File: src/rtl/ttl_pkg.sv
// Shared types and constants for the thrust tilt limiter.
`default_nettype none
package ttl_pkg;

	localparam int unsigned REG_W  = 23;
	localparam int unsigned VEC_W  = 24;
	localparam int unsigned RAD_W  = 48;
	localparam int unsigned ROOT_W = 24;
	localparam int unsigned SQR_W  = 28;

	typedef enum logic [1:0] {
		CFG_THR_CAP   = 2'd0,
		CFG_THR_BASE  = 2'd1,
		CFG_TAN_TILT  = 2'd2
	} ttl_cfg_e;

	// queue entry between front and back
	typedef struct packed {
		logic [REG_W-1:0] tilt;
		logic [RAD_W-1:0] rad;
		logic [RAD_W-1:0] sum;
		logic [VEC_W-1:0] ax;
		logic [VEC_W-1:0] ay;
		logic             nx;
		logic             ny;
		logic [REG_W-1:0] zc;
	} ttl_job_t;

	// carried alongside the root pipeline
	typedef struct packed {
		logic [REG_W-1:0] tilt;
		logic [RAD_W-1:0] sum;
		logic [VEC_W-1:0] ax;
		logic [VEC_W-1:0] ay;
		logic             nx;
		logic             ny;
		logic [REG_W-1:0] zc;
	} ttl_sq_side_t;

	// carried alongside the divider pipeline
	typedef struct packed {
		logic             exceed;
		logic [VEC_W-1:0] ax;
		logic [VEC_W-1:0] ay;
		logic             nx;
		logic             ny;
		logic [REG_W-1:0] zc;
	} ttl_dv_side_t;

	typedef struct packed {
		logic [RAD_W-1:0]  rad;
		logic [SQR_W-1:0]  rem;
		logic [ROOT_W-1:0] root;
	} ttl_sq_lane_t;

	typedef struct packed {
		logic [VEC_W-1:0] rem;
		logic [VEC_W-1:0] num;
		logic [VEC_W-1:0] quo;
	} ttl_dv_lane_t;

endpackage
`default_nettype wire

File: src/rtl/ttl_fifo.sv
// Short job queue between the front and back halves.
`default_nettype none
module ttl_fifo #(
	parameter int unsigned DEPTH = 4
) (
	input  wire logic              clk,
	input  wire logic              arst_n,
	input  wire logic              push,
	input  wire ttl_pkg::ttl_job_t wdata,
	output logic                   full,
	input  wire logic              pop,
	output logic                   valid,
	output ttl_pkg::ttl_job_t      rdata
);
	localparam int unsigned AW = (DEPTH > 1) ? $clog2(DEPTH) : 1;
	localparam int unsigned CW = $clog2(DEPTH + 1);

	ttl_pkg::ttl_job_t mem_q [DEPTH];
	logic [AW-1:0] wptr_q, rptr_q;
	logic [CW-1:0] cnt_q;

	assign full  = (cnt_q == CW'(DEPTH));
	assign valid = (cnt_q != '0);
	assign rdata = mem_q[rptr_q];

	always_ff @(posedge clk) begin
		if (push) begin
			mem_q[wptr_q] <= wdata;
		end
	end

	always_ff @(posedge clk or negedge arst_n) begin
		if (!arst_n) begin
			wptr_q <= '0;
			rptr_q <= '0;
			cnt_q  <= '0;
		end else begin
			if (push) begin
				wptr_q <= (wptr_q == AW'(DEPTH - 1)) ? '0 : wptr_q + 1'b1;
			end
			if (pop) begin
				rptr_q <= (rptr_q == AW'(DEPTH - 1)) ? '0 : rptr_q + 1'b1;
			end
			if (push && !pop) begin
				cnt_q <= cnt_q + 1'b1;
			end else if (pop && !push) begin
				cnt_q <= cnt_q - 1'b1;
			end
		end
	end
endmodule
`default_nettype wire

File: config.mk
export PLATFORM = sky130hd
export DESIGN_NAME = ttl_fifo
export DESIGN_NICKNAME = d
export VERILOG_FILES = /design/src/rtl/ttl_pkg.sv /design/src/rtl/ttl_fifo.sv
export SDC_FILE = /design/constraint.sdc
export NUM_CORES = 1
export LEC_CHECK = 0
export BUFFER_PORTS_ARGS = -buffer_cell sky130_fd_sc_hd__buf_4
export CAP_MARGIN = 20
export CELL_PAD_IN_SITES_DETAIL_PLACEMENT = 2
export CELL_PAD_IN_SITES_GLOBAL_PLACEMENT = 2
export CORE_AREA = 2 2 276 278
export CTS_BUF_LIST = sky130_fd_sc_hd__clkbuf_8
export CTS_CLUSTER_SIZE = 28
export DETAILED_ROUTE_END_ITERATION = 12
export DIE_AREA = 0 0 278 280
export GPL_TIMING_DRIVEN = 1
export MAX_ROUTING_LAYER = met4
export PLACE_DENSITY = 0.79
export SKIP_CTS_REPAIR_TIMING = 1
export SLEW_MARGIN = 20
export SYNTH_ARGS = -nofsm -noshare
export SYNTH_HDL_FRONTEND = slang
export SYNTH_SLANG_ARGS = --single-unit
File: constraint.sdc
create_clock -name clk -period 7.9 [get_ports clk]
set_clock_uncertainty 0.15 [all_clocks]
set_input_delay 1.185 -clock clk [delete_from_list [all_inputs] [get_ports clk]]
set_output_delay 1.185 -clock clk [all_outputs]
set_load 0.01 [all_outputs]
=== After elaboration in Yosys (flattened, before gate mapping) ===
Memory sizes are Yosys's and may differ from the RTL's.
Cells that the tools add are included.
W data, S select, Z words.

* Equality and inequality tests: 3
* Reduce and logical (&&, ||, !) cells: 6
* Multiplexer cells: 6
* $add $sub $neg: 4

{| class="wikitable"
|+ Operators with widths
! kind !! count
|-
| $mux W3 || 2
|-
| $add A2 B1 Y2 const B || 2
|-
| $eq A2 B2 Y1 const B || 2
|-
| $mux W2 || 2
|-
| $add A3 B1 Y3 const B || 1
|-
| $eq A3 B3 Y1 const B || 1
|-
| $reduce_bool A3 Y1 || 1
|-
| $sub A3 B1 Y3 const B || 1
|-
| $logic_and A1 B1 Y1 || 2
|-
| $logic_not A1 Y1 || 2
|-
| $mux W1 || 2
|-
| $reduce_bool A2 Y1 || 1
|}

* Memories kept: 1
* Register bits: 7
* Input port bits: 196
* RAM bits: 768

{| class="wikitable"
|+ Memories
! memory !! depth !! bits a word !! rd ports !! clocked after memory_dff !! wr ports !! line !! text
|-
| mem_q || 4 || 192 || 1 || 0 || 1 || ttl_fifo.sv:18 || <nowiki>ttl_pkg::ttl_job_t mem_q [DEPTH];</nowiki>
|}

=== Longest topological paths before layout ===
Gate-level depths: netlist of the first run.

* Depth after elaboration: 4
* Mapped depth: 7
* Depth with buffers taken out: 7

=== Least setup slack after synthesis of the first run ===
OpenSTA, ideal clock, no wires.

* Path kind: input to register
* From: input push
* To: memory mem_q[2][0] (netlist bit) (enable)
* Data required time: 7.175 ns
* Setup slack: 1.631 ns
* Setup time: 0.575 ns
* Stages on the path: 1
* Arrival time: 5.544 ns
* Path buffers: 0
* Path through: and2_1

* Longest elaborated chain between the ends: 2

{| class="wikitable"
|+ Ends and longest elaborated chain
! what !! line !! text
|-
| start: declaration || ttl_fifo.sv:8 || <nowiki>input wire logic push,</nowiki>
|-
| $mux W1 || ttl_fifo.sv:27 || <nowiki>if (push) begin</nowiki>
|-
| $mux W1 (implied by the code) || ttl_fifo.sv:28 || <nowiki>mem_q[wptr_q] <= wdata;</nowiki>
|-
| end: declaration || ttl_fifo.sv:18 ||
|}

No other way between the ends.

==> metrics.txt, run 1 <==
maximum clock rate 226 MHz; combinational share of power 0.301; routed vias 12,997; core area 75,200 µm²; hold_sp cnt_q[2]; Die Wd 278 µm; Critical-path top delay cell buf_4; total CTS buffers 134; critical path type reg2out; Clock Pin Slew Worst Setup and Hold Paths 0.06 ns; element type at the critical path start flop; Starting Density 0.374; routed len/inst 26.2 µm; synth warn 0; clock buffer depth 3; Worst R2R End mem_q[0][44]; IO buf count 389; sw frac 0.303; Detail Route Antenna Nets 0; vias in the first global route 14,950; CP required 6.57 ns; root buffer cell clkbuf_8; max incr delay on CP 0.82 ns; R2R depth 4; Rows 101; Skew-Pair Late Insertion Delay 0.75 ns; relative slew slack 0.375; CP most frequent cell buf_4; Yosys cell types 20; Crit. End Element primary output; Slew @ Worst Pin 0.937 ns; Buf/Inv on CP 2; Layout area overhead 23.2%; I/O pin cnt 390; pin count of the biggest net entering global routing 102; dpl hpwl 43,000 µm; Net Sw Power 3.88 mW; WHS 0.365 ns; first-pass GRT wire length 101,000 µm; crit path max fanout 61; Hold Path End cnt_q[2]; GRT Total Usage 0.184; DRT iter0 DRCs 680; Max Slew Vio Count 0; Post-Synthesis Cell Area 28,100 µm²; critical-path cell list buf_4, mux4_2, buf_4; die height 280 µm; unrepaired setup endpoints after global routing no; Setup TNS Final 0 ns; Internal 8.92 mW; critical path arrival 3.08 ns; initial antenna violation count 7; worst vdd ir 0.289 mV; register share of total power 0.431; register bit count reported by yosys 775; Setup WS pre-CTS 4.23 ns; routability-driven placement congestion ratio 0.709; # DRC 0; outcome complete, no violations; Final setup viols 0; max cap viols 0; layout cell share with drive strength beyond 1 0.470; final hold viol count 0; reg-to-reg startpoint wptr_q[0]; flop-to-flop setup slack 5.21 ns; CTS tree yes; post-synthesis instance total 1,040; sequential-to-total area share from yosys stat 0.826; mean post-synth cell area 27.1 µm²; syn_nets 1,243; Hold Path Depth 1; Leak 11.8 nW; critical path's top delay family buffers and inverters; # clock sinks 775; H-tree depth reported by CTS 4; gr ovfl total 0; final cycle utilization of the critical path 0.559; final wirelength 68,700 µm; PnR worst setup slack 3.48 ns; fin nets 1,738; fin crit period 4.42 ns; clock share of power 0.267; worst hold path class reg2reg; TritonRoute pass-1 iters 4; PwrDens 369 nW/µm²; die area 77,800 µm²; Via density 4.96
## worst reg2reg max path, cell delays in order (launching register included)
cell,delay (ns)
dfrtp_1,0.41
inv_1,0.11
ha_1,0.16
and2_4,0.54
buf_4,0.84
## flip-flops by register name, summed over array words and instances, names as in the netlist
name	count
rptr_q	2
wptr_q	2
cnt_q	3
mem_q	768
## metal layers
metal	global-route usage	part of all wire	up-vias	wire, µm
met5	-	0	-	0
met1	0.205	0.38	6905	25900
met3	0.0655	0.073	114	5020
met4	0.0541	0.020	0	1400
met2	0.312	0.53	420	36300
li1	-	-	5558	-
## kinds of logic after synthesis
family          synth area share
compound gates          0.000356
simple gates             0.00205
xor+xnor                0.000934
mux                        0.155
flops                      0.826
fa+ha+maj                0.00338
buf+inv                   0.0124
## placed cells by master (no fill, tap or decap), drive strengths merged
master / n
and2: 4
buf: 401
bufinv: 4
clkbuf: 136
clkinv: 45
clkinvlp: 2
dfrtp: 7
diode: 8
dlygate4sd3: 1
edfxtp: 768
fa: 1
ha: 6
inv: 53
mux2: 3
mux4: 192
nand2: 2
nor2: 3
nor3b: 1
o21ai: 2
or3: 1
xnor2: 1
xor2: 2
## final cells by class
cell class              count  area, µm²
diodes                      8       20.0
clock buffers             136       1870
clock inverters           100        614
fillers                  6644      40500
inverters                   4       15.0
multi-input cells         218       4560
flip-flops and latches    775      23200
well taps                 978       1220
repair buffers            402       3110
## synth_stat cells (all sizes together)
cell type	instances	area (µm²)
or3	1	6.26
nor2	3	11.3
edfxtp	768	23100
mux4	192	4320
mux2	3	33.8
buf	41	327
inv	4	15.0
xnor2	1	8.76
clkbuf	2	7.51
fa	1	20.0
and2	4	25.0
dfrtp	7	175
xor2	2	17.5
nor3b	1	7.51
ha	6	75.1
nand2	2	7.51
o21ai	2	10.0
## power groups by stage
stage / Sequential, mW / Clock, mW / Combinational (mW)
after floorplan: 5.58 / 0 / 2.28
after global placement: 5.52 / 0 / 3.83
after detailed placement: 5.62 / 0 / 3.94
after CTS: 5.54 / 3.56 / 3.96
after global routing: 5.58 / 3.71 / 4.12
final: 5.52 / 3.42 / 3.85
## worst max-delay path by stage
stage	startpoint	cells after the start	to	slack, ns
after floorplan	push	1	mem_q[2][0]	1.63
after global placement	rptr_q[1]	3	rdata[34]	4.32
after detailed placement	rptr_q[1]	3	rdata[45]	4.23
after CTS	rptr_q[1]	3	rdata[45]	3.35
after global routing	rptr_q[1]	3	rdata[45]	3.28
final	rptr_q[1]	3	rdata[45]	3.48
## per-stage QoR
| step | cells | cell area [µm²] | power, mW | util |
|---|---|---|---|---|
| 6_report | 2621 | 34700 | 12.8 | 0.461 |
| 5_1_grt | 2620 | 34700 | 13.4 | 0.461 |
| 4_1_cts | 2612 | 34600 | 13.1 | 0.460 |
| 3_5_place_dp | 2376 | 32100 | 9.56 | 0.427 |
| 3_3_place_gp | 2376 | 32100 | 9.35 | 0.427 |
| 2_1_floorplan | 1040 | 28100 | 7.86 | - |
Note: power is estimated with default switching activity, not from simulation.
==> run 2: changes to the inputs <==
PLACE_DENSITY = 0.81   (was 0.79)
clock period = 3.82 ns   (was 7.9 ns; I/O delays follow)
==> metrics.txt, run 2 (synthesis results as in run 1) <==
IO buf count 389 (unchanged); Largest Register mem_q (unchanged); # clock sinks 775 (unchanged); critical path arrival 2.81 ns (was 3.08 ns); top flop regs mem_q x768, cnt_q x3 (unchanged); Finished Layout Cells 2,856 (was 2,621); Buf/Inv on CP 2 (unchanged); fin crit period 3.54 ns; critical path's top delay family flip-flops (was buffers and inverters); Via density 5.01 (was 4.96); Slew @ Worst Pin 0.880 ns (was 0.937 ns); gr ovfl total 0 (unchanged); final cycle utilization of the critical path 0.926; Setup TNS Final 0 ns (unchanged); fin nets 1,973 (was 1,738); routability-driven placement congestion ratio 0.750 (was 0.709); filler cell count 6,523 (was 6,644); worst vdd ir 0.382 mV (was 0.289 mV); element type at the critical path start flop (unchanged); Leak 12.9 nW (was 11.8 nW); GRT Total Usage 0.199 (was 0.184); CP most frequent cell buf_4 (unchanged); Critical path origin rptr_q[0] (was rptr_q[1]); Crit. End Element primary output (unchanged); PwrDens 743 nW/µm² (was 369 nW/µm²); dpl hpwl 48,600 µm (was 43,000 µm); Final setup viols 0 (unchanged); reg-to-reg startpoint wptr_q[0] (unchanged); root buffer cell clkbuf_8 (unchanged); core area 75,200 µm² (unchanged); I/O pin cnt 390 (unchanged); first-pass GRT wire length 109,000 µm (was 101,000 µm); outcome complete, no violations (unchanged); clock buffer depth 3 (unchanged); Die Wd 278 µm (unchanged); Clock Pin Slew Worst Setup and Hold Paths 0.06 ns (about the same); worst hold path class reg2reg (unchanged); H-tree depth reported by CTS 4 (unchanged); Final Power 27.5 mW (was 12.8 mW); Detail Route Antenna Nets 0 (unchanged); total CTS buffers 134 (unchanged); final hold viol count 0 (unchanged); Skew-Pair Late Insertion Delay 0.75 ns (about the same); Rows 101 (unchanged); Hold Path Depth 1 (unchanged); vias in the first global route 15,663 (was 14,950); final wirelength 84,400 µm (was 68,700 µm); flip-flop count of the largest register after layout 768 (unchanged); pin count of the biggest net entering global routing 78 (was 102); layout cell share with drive strength beyond 1 0.426 (was 0.470); maximum clock rate 283 MHz; R2R depth 4 (unchanged); Layout area overhead 31.6% (was 23.2%); # DRC 0 (unchanged); relative slew slack 0.413 (was 0.375); unrepaired setup endpoints after global routing no (unchanged); TritonRoute pass-1 iters 5 (was 4); critical-path cell list buf_4, mux4_2, buf_4 (unchanged); Critical Path Stages 3 (unchanged); routed vias 14,302 (was 12,997); CTS tree yes (unchanged); Critical-path top delay cell dfrtp_4 (was buf_4); Max Slew Vio Count 0 (unchanged); crit path max fanout 24 (was 61); critical path type reg2out (unchanged); commonest non-fill, non-tap cell in the layout edfxtp_1 (unchanged); routed len/inst 29.5 µm (was 26.2 µm); hold_sp cnt_q[2] (unchanged); CP required 3.10 ns (was 6.57 ns); initial antenna violation count 7 (unchanged); die area 77,800 µm² (unchanged); max cap viols 0 (unchanged); DRT iter0 DRCs 918 (was 680); highest-count cells in the layout ignoring fill and taps 768 x edfxtp_1, 419 x buf_4, 197 x dlygate4sd3_1 (was 768 x edfxtp_1, 394 x buf_4, 192 x mux4_2); max incr delay on CP 0.71 ns (was 0.82 ns); Starting Density 0.374 (unchanged); Cells after DPL 2,415 (was 2,376); die height 280 µm (unchanged)
[run 2: power breakdown]
group          total, mW  switching, mW  leakage [nW]  internal (mW)
sequential          11.5          0.560          7.13           10.9
combinational       8.83           4.51          4.36           4.32
clock               7.22           3.62          1.39           3.59
[run 2: path summary, 6_finish.rpt]
check / to / slack [ns]
worst max-delay path: rdata[59] / 0.28
worst min-delay path: cnt_q[2] / 0.36
worst max register to register: mem_q[2][82] / 1.47
worst min register to register: cnt_q[2] / 0.36
max in group asynchronous: rptr_q[1] / 2.12
min in group asynchronous: rptr_q[0] / 0.55
[run 2: layer usage]
layer  routed length, µm  track usage  vias to the layer above
met5                   0            -                        -
met4                1980       0.0640                        0
met3                4950       0.0626                      141
met2               46100        0.346                      513
met1               31400        0.218                     7628
li1                    -            -                     6020
[run 2: final cells by class]
cell class | count | area [µm²] | share of cell area
Timing Repair Buffer | 637 | 5540 | 0.150
Antenna cell | 7 | 17.5 | 0.000473
Clock inverter | 102 | 578 | 0.0156
Multi-Input combinational cell | 218 | 4560 | 0.123
Sequential cell | 775 | 23200 | 0.628
Inverter | 4 | 15.0 | 0.000405
Tap cell | 978 | 1220 | 0.0330
Clock buffer | 135 | 1860 | 0.0502
[run 2: worst reg2reg max path, cell delays in order (launching register included)]
cell and delay (ns):
dfrtp_1 0.41, inv_1 0.12, ha_1 0.16, and2_4 0.66, buf_4 0.50
[run 2: through the flow]
step                 util  hold WS, ns  worst slack, ns  area, µm²
floorplan               -        0.127            0.253      28100
global placement    0.434        0.246             1.05      32600
detailed placement  0.434        0.248             1.02      32600
CTS                 0.466       -0.621            0.165      35000
global route        0.492        0.348           0.0388      37000
finish              0.493        0.362            0.283      37000
==> run 3: changes to the inputs <==
CORE_AREA = 2 2 259 261   (was 2 2 276 278)
DIE_AREA = 0 0 261 263   (was 0 0 278 280)
PLACE_DENSITY = 0.89   (was 0.81)
==> metrics.txt, run 3 (synthesis results as in run 1) <==
unrepaired setup endpoints after global routing no (unchanged); IO buf count 389 (unchanged); Hold Path Depth 2 (was 1); max layer used met4 (unchanged); CP required 3.10 ns (about the same); H-tree depth reported by CTS 4 (unchanged); final instance area 36,700 µm² (was 37,000 µm²); Setup TNS Final 0 ns (unchanged); Max Slew Vio Count 0 (unchanged); Largest Register mem_q (unchanged); CTS tree yes (unchanged); core area 65,600 µm² (was 75,200 µm²); PnR worst setup slack 0.282 ns (was 0.283 ns); GRT Total Usage 0.245 (was 0.199); # DRC 0 (unchanged); Clock Pin Slew Worst Setup and Hold Paths 0.07 ns (was 0.06 ns); root buffer cell clkbuf_8 (unchanged); R2R depth 4 (unchanged); Slew @ Worst Pin 0.790 ns (was 0.880 ns); maximum clock rate 283 MHz (about the same); first-pass GRT wire length 115,000 µm (was 109,000 µm); clock buffer depth 3 (unchanged); final hold viol count 0 (unchanged); Finished Layout Cells 2,728 (was 2,856); flip-flop count of the largest register after layout 768 (unchanged); Die Wd 261 µm (was 278 µm); Cells after DPL 2,284 (was 2,415); TritonRoute pass-1 iters 5 (unchanged); die height 263 µm (was 280 µm); critical path arrival 2.81 ns (about the same); # clock sinks 775 (unchanged); Rows 94 (was 101); pin count of the biggest net entering global routing 74 (was 78); initial antenna violation count 12 (was 7); Setup WS pre-CTS 1.09 ns (was 1.02 ns); final cycle utilization of the critical path 0.926 (about the same); Crit. End Element primary output (unchanged); fin nets 1,955 (was 1,973); commonest non-fill, non-tap cell in the layout edfxtp_1 (unchanged); WHS 0.373 ns (was 0.362 ns); crit path max fanout 15 (was 24); die area 68,600 µm² (was 77,800 µm²); PwrDens 761 nW/µm² (was 743 nW/µm²); routability-driven placement congestion ratio 0.760 (was 0.750); relative slew slack 0.473 (was 0.413); met2 routed WL 51,600 µm (was 46,100 µm); top flop regs mem_q x768, cnt_q x3 (unchanged); outcome complete, no violations (unchanged); DRT iter0 DRCs 1,373 (was 918); gr ovfl total 0 (unchanged); worst vdd ir 0.527 mV (was 0.382 mV); max cap viols 0 (unchanged); Placed Instance Area 32,300 µm² (was 32,600 µm²); Via density 5.46 (was 5.01); Detail Route Antenna Nets 0 (unchanged); Met3 Wirelength 6860 µm (was 4950 µm); worst hold path class in2reg (was reg2reg); Final setup viols 0 (unchanged); layout cell share with drive strength beyond 1 0.425 (was 0.426); highest-count cells in the layout ignoring fill and taps 768 x edfxtp_1, 405 x buf_4, 196 x dlygate4sd3_1 (was 768 x edfxtp_1, 419 x buf_4, 197 x dlygate4sd3_1); routed len/inst 34.9 µm (was 29.5 µm); vias in the first global route 15,668 (was 15,663); critical path type reg2out (unchanged); Final Power 28.0 mW (was 27.5 mW); Starting Density 0.429 (was 0.374); I/O pin cnt 390 (unchanged); element type at the critical path start flop (unchanged); met1 WL 34,400 µm (was 31,400 µm); Layout area overhead 30.6% (was 31.6%); final wirelength 95,300 µm (was 84,400 µm); fin util 0.560 (was 0.493); fin crit period 3.54 ns (about the same); routed vias 14,899 (was 14,302); dpl hpwl 51,300 µm (was 48,600 µm); Skew-Pair Late Insertion Delay 0.80 ns (was 0.75 ns); total CTS buffers 134 (unchanged); Leak 12.8 nW (was 12.9 nW)
## run 3: cell count changes in the layout (fill, tap and decap cells not counted), moves of 3 or more
| cell | previous run | this run |
|---|---|---|
| diode_2 | 7 | 14 |
| buf_4 | 419 | 405 |
| clkinvlp_4 | 3 | 7 |
| clkinv_2 | 5 | 9 |
| clkinv_1 | 37 | 28 |
| buf_12 | 21 | 18 |
## run 3: power breakdown
| part | total, mW | internal [mW] | switching [mW] | leakage, nW |
|---|---|---|---|---|
| Sequential | 11.6 | 10.9 | 0.673 | 7.13 |
| Combinational | 8.87 | 4.22 | 4.66 | 4.26 |
| Clock | 7.49 | 3.64 | 3.85 | 1.39 |
| Total | 28.0 | 18.8 | 9.18 | 12.8 |
## run 3: critical path, stage by stage (launching register included)
cell     delay [ns]
dfrtp_4        0.65
buf_12         0.25
buf_4          0.33
mux4_2         0.58
buf_4          0.18
## run 3: worst paths after layout
check	from	endpoint	slack [ns]
hold / removal	wdata[72]	mem_q[0][72]	0.37
min in group asynchronous	arst_n	wptr_q[1]	0.62
setup / recovery	rptr_q[0]	rdata[70]	0.28
setup reg to reg	wptr_q[0]	mem_q[2][109]	1.52
max in group asynchronous	arst_n	rptr_q[0]	2.56
hold reg to reg	cnt_q[2]	cnt_q[2]	0.38
## run 3: final cells by class
cell class                 instances  area, µm²
antenna                           14       35.0
fill                            5409      28900
sequential                       775      23200
clock buffer                     134       1840
multi-input combinational        218       4560
inverter                           4       15.0
tap                              864       1080
clock inverter                   100        599
timing repair buffer             619       5360
## run 3: metal layers
| metal | vias up | global-route usage |
|---|---|---|
| met3 | 142 | 0.0796 |
| met4 | 0 | 0.0660 |
| li1 | 5988 | - |
| met2 | 710 | 0.418 |
| met5 | - | - |
| met1 | 8059 | 0.276 |
